--- config.mk ---
export PLATFORM = sky130hd
export DESIGN_NAME = tli_table
export DESIGN_NICKNAME = d
export VERILOG_FILES = /design/src/sv/table_linear_interpolator_core_macros.svh /design/src/sv/tli_pkg.sv /design/src/sv/tli_table.sv
export SDC_FILE = /design/constraint.sdc
export NUM_CORES = 2
export LEC_CHECK = 0
export BUFFER_PORTS_ARGS = -buffer_cell sky130_fd_sc_hd__clkbuf_2
export CAP_MARGIN = 30
export CORE_UTILIZATION = 63
export CTS_CLUSTER_SIZE = 10
export DETAILED_ROUTE_END_ITERATION = 10
export MAX_ROUTING_LAYER = met4
export PLACE_DENSITY = 0.79
export SKIP_CTS_REPAIR_TIMING = 1
export SLEW_MARGIN = 20
export SYNTH_ARGS = -nofsm -noshare
export SYNTH_HDL_FRONTEND = slang
export SYNTH_SLANG_ARGS = --single-unit
--- constraint.sdc ---
create_clock -name clk -period 6 [get_ports clk]
set_clock_uncertainty 0.15 [all_clocks]
set_input_delay 0.6 -clock clk [delete_from_list [all_inputs] [get_ports clk]]
set_output_delay 0.6 -clock clk [all_outputs]
set_load 0.005 [all_outputs]
--- src/sv/table_linear_interpolator_core_macros.svh ---
// Assertion helpers for the interpolator core.
`ifndef TABLE_LINEAR_INTERPOLATOR_CORE_MACROS_SVH
`define TABLE_LINEAR_INTERPOLATOR_CORE_MACROS_SVH

// Same-cycle implication, disabled in reset.
`define TLI_ASSERT_NOW(lbl, ante, cons, msg) \
	lbl: assert property (@(posedge clk) disable iff (!arst_n) (ante) |-> (cons)) \
		else $error(msg);

// Next-cycle implication, disabled in reset.
`define TLI_ASSERT_NEXT(lbl, ante, cons, msg) \
	lbl: assert property (@(posedge clk) disable iff (!arst_n) (ante) |=> (cons)) \
		else $error(msg);

`endif

--- src/sv/tli_pkg.sv ---
package tli_pkg;

	localparam int MAX_POINTS_DEF = 64;
	localparam int VAL_W          = 32;
	localparam int PROD_W         = 2 * VAL_W;
	localparam int CFG_W          = 7;
	localparam int PIDX_W         = 6;
	localparam logic [CFG_W-1:0] CFG_RESET = 7'd2;

	localparam logic KIND_POINT = 1'b0;
	localparam logic KIND_QUERY = 1'b1;

	typedef enum logic [3:0] {
		S_IDLE,
		S_CMP_LAST,
		S_CMP_FIRST,
		S_SCAN,
		S_RD_A,
		S_RD_B,
		S_MUL,
		S_DIV,
		S_WAIT,
		S_RESULT
	} tli_state_t;

	typedef struct packed {
		logic busy;
		logic done;
	} div_stat_t;

endpackage

--- src/sv/tli_table.sv ---
module tli_table #(
	parameter int MAX_POINTS = tli_pkg::MAX_POINTS_DEF,
	parameter int AW         = $clog2(MAX_POINTS)
) (
	input  logic                     clk,
	input  logic                     wr_en,
	input  logic [AW-1:0]            wr_addr,
	input  logic [tli_pkg::VAL_W-1:0] wr_x,
	input  logic [tli_pkg::VAL_W-1:0] wr_y,
	input  logic                     rd_en,
	input  logic [AW-1:0]            rd_addr,
	output logic [tli_pkg::VAL_W-1:0] x_rd,
	output logic [tli_pkg::VAL_W-1:0] y_rd
);
	import tli_pkg::*;

	logic [VAL_W-1:0] x_mem [MAX_POINTS];
	logic [VAL_W-1:0] y_mem [MAX_POINTS];

	always_ff @(posedge clk) begin
		if (wr_en) begin
			x_mem[wr_addr] <= wr_x;
			y_mem[wr_addr] <= wr_y;
		end
	end

	always_ff @(posedge clk) begin
		if (rd_en) begin
			x_rd <= x_mem[rd_addr];
			y_rd <= y_mem[rd_addr];
		end
	end

endmodule

# Word-level counts from Yosys, hierarchy flattened
# Memories as Yosys holds them, arrays and structs flattened. A register that Yosys moved wholly into a read port is not among the register bits.
# Index checks and enable logic that the tools add are counted.
[classes]
muxes = 2
[op_table]
columns = ["operator", "n"]
rows = [
  ["$mux W1", 2],
]
[word_totals]
reg_bits = 0
ram_bits = 4096
in_bits = 79
memories = 2
[memory_table]
columns = ["name", "depth", "width", "rd", "rd_ports_with_merged_regs", "wr", "line", "source"]
rows = [
  ["x_mem", 64, 32, 1, 1, 1, "tli_table.sv:17", "logic [VAL_W-1:0] x_mem [MAX_POINTS];"],
  ["y_mem", 64, 32, 1, 1, 1, "tli_table.sv:18", "logic [VAL_W-1:0] y_mem [MAX_POINTS];"],
]

# Longest topological paths before layout
[logic_depth]
depth_word = 2
ltp_mapped = 9
ltp_nobuf = 4

# Least setup slack after synthesis
# OpenSTA, ideal clock, no wires.
[synth_path]
path_type = "input to register"
start = "input wr_addr[4]"
end = "memory x_mem[16][0], enable pin"
setup_time_ns = 0.486
arrival_time_ns = 4.110
path_slack_ns = 1.254
stages = 4
n_path_buf = 2
path_cell_list = "clkbuf_1 > or3b_2 > clkbuf_1 > nor2_1"
[synth_rtl]
columns = ["element", "line", "source"]
rows = [
  ["start: declaration", "tli_table.sv:7", "input logic [AW-1:0] wr_addr,"],
  ["end: declaration", "tli_table.sv:17", ""],
]
# Straight into the memory's write port.

==> key figures <==
Status
  – Outcome: finished with violations
  – Failing checks: hold timing

Place
  – Placer congestion estimate: about 0.83
  – Detailed Place HPWL: about 230000 um
  – Placed insts: slightly below 10k
  – Port bufs: approximately 140

STA
  – Slew @ Worst Pin: ~1.2 ns
  – Minimum clock period: 3.29 ns
  – Max-slew violations: 0
  – Hold_ws: -0.0124 ns
  – Setup TNS: 0 ns
  – Final hold viol count: 33
  – Max Freq: between 300 and 400 MHz
  – RSZ-0062 raised after global routing: no
  – Final setup fails: 0
  – Rel. slew slack: roughly 23%
  – Final critical-path share of the clock period: a little over half

Route
  – Wire per inst: ~48 um
  – Vias: between 80k and 90k
  – First-pass iteration count of the detailed router: 8
  – Routed wire length: 500000 um
  – ANT nets after route: 0
  – DR iter-0 viols: 18.0k
  – Drt via density: about 8.1
  – DRC: 0

CTS
  – Num CTS Buffers: ~470
  – CTS Buffer Depth: 4
  – CTS tree: built
  – Clk sink count: ~4.2k
  – Clock Root Buffer: clkbuf_16
  – Clk pin slew, worst setup/hold paths: roughly 0.060 ns
  – H-tree depth: 5
  – Clk Latency, worst-skew pair: about 1.1 ns

Synthesis
  – Count leader, synth: edfxtp_1
  – Post-Syn Area: roughly 160000 um^2
  – Sequential share of the synthesized area: roughly four fifths
  – Largest family of logic cells by synthesized area: multiplexers
  – Cells after Synth: roughly 6.5k
  – Synth Area in Compound Gates: under 10%
  – Post-synth EDFFs: ~4.2k
  – Dominant synthesized flop cell: edfxtp_1
  – #FFs+latches synth: around 4.2k
  – Synth Net Count: around 6.6k
  – Yosys warns: 0
  – XOR/XNOR share of the synthesized area: 0%
  – Leading area contributor after synthesis: edfxtp_1
  – Simple-Gate Fraction of Synth Area: 0.828%
  – Synth cell count leaders: edfxtp_1 (4160), mux4_2 (1024), a22oi_1 (256)
  – Largest cells by area after synthesis: edfxtp_1 (80%), mux4_2 (15%), a22oi_1 (1.2%)
  – Post-synth top area share: about four fifths
  – Synth Area per Inst: about 24 um^2
  – Netlist cell types: 29
  – Post-synth ARST share: 0%
  – Mux cell area share after synthesis: approximately 15%
  – Post-Synth Adder-Cell Area: 0%

Pwr
  – Clk network pwr share: a little over 40%
  – Sequential share of power: between 50 and 60%
  – Maximum VDD drop: 427 uV
  – Internal cell power: about 47 mW
  – Pleak: around 55 nW
  – Power consumption: 60.3 mW
  – P per Cell Area: roughly 340 nW/um^2
  – Sw power: 13.0 mW
  – Logic pwr share: roughly 5%
  – Sw Share: between 20% and 30%

Cells and area
  – Filler cells: around 13k
  – Layout net count: approximately 7.2k
  – Fraction of layout cells with a size suffix above 1: roughly 29%
  – Cell Count, Final, Fillers Out: between 10k and 15k
  – Area growth syn-to-layout: 13.0%
  – Utilization after layout: between 70% and 80%

Global routing
  – Largest net degree at the start of global routing: between 100 and 150
  – Overall Global Routing Usage: around 40%
  – Number of global-route vias before repair: approximately 85k
  – Gr ovfl total: 0
  – First-pass GRT wire length: approximately 670000 um
  – Initial antenna violation count: 39

Job
  – Max_cap viols: 0

Worst hold path
  – WHS Endpoint: x_mem[60][23]
  – Hold Path Class: input pin to flop
  – Hold Path Cell Cnt: 1
  – Worst Hold Launch: wr_x[23]

Worst setup path
  – Element type at the critical path end: flop
  – Setup crit start kind: input pin
  – FF-to-FF Start: x_mem[34][30]
  – Worst path required time: 6.71 ns
  – R2R Setup Slk: around 3.6 ns
  – Critical path class: input pin to flop
  – R2r endpoint: x_rd[30]
  – Critical-path maximum fanout: between 40 and 50
  – R2R cell count: 4
  – Crit path DAT: 4.00 ns

Floorplanning
  – Chip width: 500 um
  – Site Rows: between 150 and 200
  – DIE AREA: roughly 250000 um^2
  – Die H: about 500 um
  – IO Pins: about 140
  – Starting Density: a little under two thirds
  – Core area: around 250000 um^2
power by group through the flow:
| stage | sequential, mW | clock, mW | combinational [mW] |
|---|---|---|---|
| detailed placement | 33.0 | 0 | 2.70 |
| global route | 32.4 | 25.7 | 3.03 |
| CTS | 32.4 | 24.6 | 2.81 |
| floorplan | 32.9 | 0 | 1.49 |
| finish | 32.4 | 24.9 | 2.99 |
| global placement | 33.0 | 0 | 2.56 |
cell families (layout without fill, tap and decap cells):
logic type,Yosys count,after routing
AOI/OAI and AO/OA,575,575
buffers and inverters,378,992
DFF,4160,4160
muxes,1114,1114
other,0,48
and+or+nand+nor,278,278
worst max-delay path by stage:
stage | from | end | slack, ns | cells after the start
finish | rd_addr[3] | x_rd[30] | 2.71 | 6
global route | rd_addr[3] | x_rd[30] | 2.89 | 6
CTS | rd_addr[3] | x_rd[14] | 3.00 | 6
detailed placement | rd_addr[3] | y_rd[16] | 2.00 | 6
global placement | rd_addr[3] | y_rd[16] | 1.96 | 6
floorplan | wr_addr[4] | x_mem[16][0] | 1.25 | 4
metrics by stage:
step                      area, um^2  setup slack (ns)  hold WS (ns)
final                         177000              2.71       -0.0124
after detailed placement      163000              2.00         0.739
after CTS                     176000              3.00        -0.127
after global routing          177000              2.89        0.0135
after global placement        162000              1.96         0.733
after floorplan               156000              1.25         0.549
routing by layer:
layer  vias to the layer above  part of all wire, %  global-route usage [%]
met5                         -                    0                       -
met4                         0                  7.9                    25.1
met3                      2366                   16                    12.3
met2                     10900                   46                    60.2
met1                     42900                   30                    49.6
li1                      29200                    -                       -
cell usage in the layout, fill, tap and decap left out, types with 19 or more instances in the layout:
master         synthesis  routed
edfxtp_1            4160    4160
mux4_2              1024    1024
clkbuf_16              0     478
a22oi_1              256     256
buf_4                 50     171
nand3_1              133     133
clkbuf_2               1     107
buf_12                 0     104
o22ai_1              102     102
mux2i_1               90      90
nor2_4                 0      67
o221ai_1              64      64
o211a_1               64      64
a211oi_1              63      63
diode_2                0      48
nor2_1               110      43
dlygate4sd3_1          0      36
buf_16                 0      31
buf_2                136      30
a21oi_1               25      25
clkbuf_1             140      19
cell type report:
| cell class | count | area [um^2] | share of cell area, % |
|---|---|---|---|
| timing repair buffer | 483 | 5320 | 3.01 |
| clock inverter | 11 | 126 | 0.0715 |
| tap | 3312 | 4140 | 2.34 |
| multi-input combinational | 1967 | 30200 | 17.1 |
| clock buffer | 497 | 12000 | 6.80 |
| inverter | 1 | 3.75 | 0.00212 |
| sequential | 4160 | 125000 | 70.6 |
| antenna | 48 | 120 | 0.0679 |
critical path, cell delays in order:
cell and delay (ns):
clkbuf_2 0.59, nor2_4 0.87, buf_4 0.84, a22oi_1 0.52
nand3_1 0.25, o211a_1 0.18
sequential cells by signal (all words and copies together) (netlist names):
register  count
y_rd         32
y_mem      2048
x_rd         32
x_mem      2048
Note: power is estimated with default switching activity, not from simulation.
