==> src/sv/table_linear_interpolator_core_macros.svh <==
// Assertion helpers for the interpolator core.
`ifndef TABLE_LINEAR_INTERPOLATOR_CORE_MACROS_SVH
`define TABLE_LINEAR_INTERPOLATOR_CORE_MACROS_SVH

// Same-cycle implication, disabled in reset.
`define TLI_ASSERT_NOW(lbl, ante, cons, msg) \
	lbl: assert property (@(posedge clk) disable iff (!arst_n) (ante) |-> (cons)) \
		else $error(msg);

// Next-cycle implication, disabled in reset.
`define TLI_ASSERT_NEXT(lbl, ante, cons, msg) \
	lbl: assert property (@(posedge clk) disable iff (!arst_n) (ante) |=> (cons)) \
		else $error(msg);

`endif

==> src/sv/tli_pkg.sv <==
package tli_pkg;

	localparam int MAX_POINTS_DEF = 64;
	localparam int VAL_W          = 32;
	localparam int PROD_W         = 2 * VAL_W;
	localparam int CFG_W          = 7;
	localparam int PIDX_W         = 6;
	localparam logic [CFG_W-1:0] CFG_RESET = 7'd2;

	localparam logic KIND_POINT = 1'b0;
	localparam logic KIND_QUERY = 1'b1;

	typedef enum logic [3:0] {
		S_IDLE,
		S_CMP_LAST,
		S_CMP_FIRST,
		S_SCAN,
		S_RD_A,
		S_RD_B,
		S_MUL,
		S_DIV,
		S_WAIT,
		S_RESULT
	} tli_state_t;

	typedef struct packed {
		logic busy;
		logic done;
	} div_stat_t;

endpackage

==> src/sv/tli_div.sv <==
module tli_div (
	input  logic                       clk,
	input  logic                       arst_n,
	input  logic                       start,
	input  logic [tli_pkg::PROD_W-1:0] dividend,
	input  logic [tli_pkg::VAL_W-1:0]  divisor,
	output tli_pkg::div_stat_t         stat,
	output logic [tli_pkg::PROD_W-1:0] quotient
);
	import tli_pkg::*;

	localparam int CW = $clog2(PROD_W + 1);

	logic [CW-1:0]     cnt_q;
	logic              busy_q;
	logic              done_q;
	logic [VAL_W-1:0]  rem_q;
	logic [VAL_W-1:0]  dvs_q;
	logic [PROD_W-1:0] quo_q;
	logic [VAL_W:0]    trial;
	logic              fits;

	// one quotient bit per cycle, restoring
	assign trial = {rem_q, quo_q[PROD_W-1]};
	assign fits  = trial >= {1'b0, dvs_q};

	always_ff @(posedge clk or negedge arst_n) begin
		if (!arst_n) begin
			cnt_q  <= '0;
			busy_q <= 1'b0;
			done_q <= 1'b0;
		end else begin
			done_q <= 1'b0;
			if (start) begin
				cnt_q  <= CW'(PROD_W);
				busy_q <= 1'b1;
			end else if (busy_q) begin
				cnt_q <= cnt_q - CW'(1);
				if (cnt_q == CW'(1)) begin
					busy_q <= 1'b0;
					done_q <= 1'b1;
				end
			end
		end
	end

	always_ff @(posedge clk) begin
		if (start) begin
			rem_q <= '0;
			dvs_q <= divisor;
			quo_q <= dividend;
		end else if (busy_q) begin
			rem_q <= fits ? VAL_W'(trial - {1'b0, dvs_q}) : trial[VAL_W-1:0];
			quo_q <= {quo_q[PROD_W-2:0], fits};
		end
	end

	assign stat.busy = busy_q;
	assign stat.done = done_q;
	assign quotient  = quo_q;

endmodule

==> config.mk <==
export PLATFORM = sky130hd
export DESIGN_NAME = tli_div
export DESIGN_NICKNAME = d
export VERILOG_FILES = /design/src/sv/table_linear_interpolator_core_macros.svh /design/src/sv/tli_pkg.sv /design/src/sv/tli_div.sv
export SDC_FILE = /design/constraint.sdc
export NUM_CORES = 1
export LEC_CHECK = 0
export BUFFER_PORTS_ARGS = -buffer_cell sky130_fd_sc_hd__buf_4
export CAP_MARGIN = 25
export CORE_UTILIZATION = 61
export CTS_BUF_LIST = sky130_fd_sc_hd__clkbuf_4 sky130_fd_sc_hd__clkbuf_8
export DETAILED_ROUTE_END_ITERATION = 7
export HOLD_SLACK_MARGIN = 0.02
export PLACE_DENSITY = 0.88
export SYNTH_ARGS = -nofsm -noshare
export SYNTH_HDL_FRONTEND = slang
export SYNTH_SLANG_ARGS = --single-unit
==> constraint.sdc <==
create_clock -name clk -period 4.3 [get_ports clk]
set_clock_uncertainty 0.05 [all_clocks]
set_input_delay 0.43 -clock clk [delete_from_list [all_inputs] [get_ports clk]]
set_output_delay 0.43 -clock clk [all_outputs]
set_load 0.01 [all_outputs]
## Yosys cells after proc, flatten, opt, wreduce, memory -nomap -nowiden

Index checks and enable logic that the tools add are counted.
Widths: inputs -> output; s select.

- Flip-flop bits (word level): 137
- Latch bits: 0
- Bits in writable memories: 0
- ROM bits: 0
- Input bits: 99
- Output and inout port bits: 66
- Word-level logic and storage cells: 22
- Memories kept: 0

- $add $sub $neg: 2
- $mul: 0
- Div/mod/pow operators: 0
- Magnitude comparators: 1
- Eq/ne operators: 1
- Shift operators: 0
- Muxes and demuxes: 11
- Bitwise gates (word level): 0
- Reductions and logical operators: 1

Operator list:

| cell | number |
|---|---|
| $mux 64 | 2 |
| $ge 33x32->1 | 1 |
| $mux 32 | 1 |
| $sub 32x32->32 | 1 |
| $mux 7 | 2 |
| $eq 7x1->1 const B | 1 |
| $sub 7x1->7 const B | 1 |
| $mux 1 | 6 |
| $reduce_bool 2->1 | 1 |

## Longest topological paths before layout

- Word-level depth: 4
- Mapped depth: 13

## Least setup slack after synthesis

No wires, ideal clock.

- Kind: reg2reg
- From: reg quo_q[63], in the netlist quotient[63]
- To: reg rem_q[28]
- Library setup time: 0.120 ns
- Data arrival time: 2.590 ns
- Required time: 4.130 ns
- Setup slack: 1.540 ns
- Cell stages (with the launch flop): 13
- Clock period less this slack: 2.760 ns
- Cells stage by stage: edfxtp_1 inv_1 ha_1 fa_1 nor2b_1 o2111ai_1 a21oi_1 a311oi_1 o21ai_1 nand2_1 o21ai_0 nor2_1 o31a_1

- Cells in the longest elaborated chain, start to end: 2

Ends and longest elaborated chain:

| what | RTL line | text |
|---|---|---|
| from (decl) | tli_div.sv:19 | `logic [PROD_W-1:0] quo_q;` |
| from (signal assigned) | tli_div.sv:51 | `quo_q <= dividend;` |
| from (signal assigned) | tli_div.sv:54 | `quo_q <= {quo_q[PROD_W-2:0], fits};` |
| $sub 32x32->32 or $ge 33x32->1 (tied branches) | tli_div.sv:53, tli_div.sv:25 |  |
| $mux 32 (*) | tli_div.sv:53 | `rem_q <= fits ? VAL_W'(trial - {1'b0, dvs_q}) : trial[VAL_W-1:0];` |
| to (signal assigned) | tli_div.sv:53 |  |
| to (decl) | tli_div.sv:17 | `logic [VAL_W-1:0] rem_q;` |

Every way passes the cells marked *; elsewhere a longest branch is shown, timed or not.
A chain may end at the register's enable or synchronous reset.

## Final worst setup path

- From: reg dvs_q[18]
- To: reg rem_q[12]

- Cells in the longest elaborated chain, start to end: 2

Ends and longest elaborated chain:

| what | RTL line | text |
|---|---|---|
| from (decl) | tli_div.sv:18 | `logic [VAL_W-1:0] dvs_q;` |
| from (signal assigned) | tli_div.sv:50 | `dvs_q <= divisor;` |
| $ge 33x32->1 | tli_div.sv:25 | `assign fits = trial >= {1'b0, dvs_q};` |
| $mux 32 | tli_div.sv:53 |  |

Every way passes these cells.

==> summary.txt <==
Worst setup path
  – Maximum single-stage delay on the critical path: 0.54 ns
  – Most repeated library cell on the critical path: nor2_1
  – Worst endpoint data arrival time: 3.48 ns
  – Kind of end point of the critical path: register
  – Kind of critical path: reg2reg
  – Cells traversed along the worst timing path: inv_1, ha_1, a21oi_2, nor2_1, o41ai_2, o21ai_1, o2111ai_2, nand2_1, buf_4, and4_1, nor2_1, a311oi_1
  – Crit path max-delay cell type: o41ai_2
  – Top fanout value on the critical path: 15
  – Data required, critical path: 4.54 ns
  – Kind of start point of the critical path: register

Final layout
  – Layout fillers: 724
  – Fin util: 78.0%
  – Signed area change from the synthesized netlist to the final layout: 22.9%
  – Layout cells sized above 1: 32.8%
  – Filler-free cell count of the finished design: 984
  – Antenna Diode Count: 0
  – Final-stage net count: 962

STA
  – Unrepaired setup endpoints after global routing: false
  – Final count of negative-setup-slack endpoints: 0
  – Slew at the pin closest to its max-slew limit: 0.939 ns
  – Final cycle utilization of the critical path: 75.5%
  – Peak Freq: 308 MHz
  – Hold WS: 0.0902 ns
  – Tmin final: 3.25 ns
  – Worst max-slew margin expressed relative to the limit: 37.4%
  – Worst setup margin: 1.05 ns
  – Slew Limit Fails: 0
  – Hold violation total from the final report: 0
  – Final setup TNS: 0 ns

GRT
  – Wire length of the first global-routing pass: 28500 um
  – Total track usage: 29.1%
  – Remaining global-route overflow: 0
  – Largest net degree at the start of global routing: 82
  – Initial antenna violation count: 0
  – Vias in the first global route: 5916

Drt
  – Count of TritonRoute iterations in the first routing pass: 7
  – Routed length per placed instance: 18.0 um
  – Mean number of vias per cell: 5.94
  – Vias: 5841
  – DRC marker count from the first detailed-route iteration: 439
  – Post-Route WL: 17700 um
  – Antenna violation net count after detailed routing: 0
  – Total DRC errors in the routed layout: 1

Clock network
  – Maximum level of the CTS H-tree: 4
  – Number of buffers on the longest clock path: 2
  – Clock root buffer: clkbuf_8
  – Clock latency at the later pin of the worst-skew pair: 0.46 ns
  – Clock tree from TritonCTS: done
  – Clock tree sinks: 137
  – Post-CTS Setup Bufs: 0
  – CTS Buf Count: 17
  – Register clock-pin slew on the reported worst setup and hold paths: 0.09 ns
  – Post-cts sizing count: 0

Run status
  – Result of the run: finished, violations left
  – Failing checks: design-rule violations

Synth
  – Total nets after synthesis: 810
  – Ys Warns: 0
  – Share of flip-flops with an asynchronous set or reset: 6.57%
  – Distinct cells, synth: 61
  – Commonest register cell after synthesis: edfxtp_1
  – Mapped Cells: 676
  – Cell types with the largest area share after synthesis: edfxtp_1, mux2_2, dfxtp_1, ha_1, nor2_1
  – Leading cell types by count after synthesis: edfxtp_1, mux2_2, nor2_1, nand2_1, inv_1
  – Area share of the largest cell type after synthesis: 39.1%
  – Cell type contributing the most total cell area after synthesis: edfxtp_1
  – Avg Cell Area, Syn: 10.9 sq um
  – Sequential element share of the synthesized area: 50.8%
  – FF+latch count, synth: 137
  – Synthesized area: 0.00737 sq mm
  – Post-synth EDFFs: 96
  – Most frequent cell after synthesis: edfxtp_1

Placement
  – Number of port buffers: 164
  – Number of placed cells counting well taps: 951
  – Final weighted congestion in routability-driven placement: 0.869
  – Worst slack at placement: 1.13 ns
  – Detailed placer's ending HPWL: 12200 um

Pwr
  – Cell area power density: 573 mW/mm^2
  – Maximum vdd ir drop: 0.340 mV
  – Leak Pwr: 3.89 nW

Die
  – Starting utilization of the core area: 63.5%
  – Standard-cell rows: 39
  – Y dimension of the die: 112 um
  – Core area: 0.0116 sq mm
  – IO Pins: 165
  – Die outline width: 112 um
  – Die footprint: 0.0125 sq mm

Worst hold path
  – Class of the worst hold path: in2reg

Run
  – Max-capacitance violation count: 0
[cell type report]
type	count	area, sq um	share of cell area [%]
clock buffer	19	249	2.75
clock inverter	13	144	1.59
inverter	43	161	1.78
multi-input combinational	458	3290	36.3
sequential	137	3750	41.4
tap	143	179	1.97
timing repair buffer	171	1290	14.2
[cells in the final DEF (no fill, tap or decap), types with 8 or more instances in the layout]
cell type and instances:
nor2b_1 10, a311oi_1 19, xnor2_1 18, buf_4 170, o21ai_0 15, dfxtp_1 32
clkbuf_8 17, a211oi_1 13, nor3_1 10, nand2_1 59, edfxtp_1 96, nand2b_1 8
nor2_1 64, nand3_1 9, mux2_2 64, xor2_1 8, ha_1 34, a21oi_1 30
inv_1 43, a21o_1 11, dfrtp_1 8, a31oi_1 10
[repair_timing]
action / 4_1_cts / 5_1_grt
hold endpoints to repair: 9 / 0
hold buffers: 1 / 0
setup endpoints to repair: 0 / 0
[worst paths after layout]
| path | end | startpoint | cells after the start | slack [ns] |
|---|---|---|---|---|
| min reg2reg | rem_q[18]$_SDFFE_PP0P_ | rem_q[17]$_SDFFE_PP0P_ | 2 | 0.45 |
| max | rem_q[12]$_SDFFE_PP0P_ | dvs_q[18]$_DFFE_PP_ | 12 | 1.05 |
| min in group asynchronous | busy_q$_DFF_PN0_ | arst_n | 2 | 0.28 |
| min | dvs_q[10]$_DFFE_PP_ | divisor[10] | 1 | 0.09 |
| max reg2reg | rem_q[12]$_SDFFE_PP0P_ | dvs_q[18]$_DFFE_PP_ | 12 | 1.05 |
| max in group asynchronous | busy_q$_DFF_PN0_ | arst_n | 2 | 3.77 |
[flip-flops by register name, indices dropped and copies added, names as in the netlist]
signal / cells
rem_q: 32
done_q: 1
busy_q: 1
cnt_q: 7
dvs_q: 32
quotient: 64
[stage by stage]
| step | total power, mW | area [sq um] |
|---|---|---|
| floorplan | 3.53 | 7370 |
| detailed placement | 4.11 | 8660 |
| finish | 5.20 | 9060 |
| global placement | 4.01 | 8660 |
| global route | 5.52 | 9060 |
| CTS | 5.19 | 9060 |
[kinds of logic after synthesis]
family / synth area share, %
AND/OR/NAND/NOR: 11.8
adder cells (fa/ha/maj): 6.04
buffers and inverters: 4.50
flip-flops: 50.8
XOR/XNOR: 3.09
AO/OA/AOI/OAI: 13.5
multiplexers: 10.2
[layer usage]
metal	GRT usage, %	vias up	wire [um]
met4	12.0	0	474
met1	33.5	2794	6960
met3	9.91	41	1320
met2	49.9	217	8950
met5	0	-	0
li1	-	2789	-
[power by group]
group	total (mW)	leakage, nW	internal (mW)	switching [mW]
clock	1.06	0.190	0.532	0.527
sequential	1.93	1.36	1.72	0.213
combinational	2.21	2.33	0.984	1.22
[critical path: cells and delay by family, from the launching register on]
family | cells | cell delay (ns)
fa+ha+maj | 1 | 0.39
flops | 1 | 0.33
compound gates | 5 | 1.26
simple gates | 4 | 0.69
buf+inv | 2 | 0.36
(Power assumes the default switching activity.)
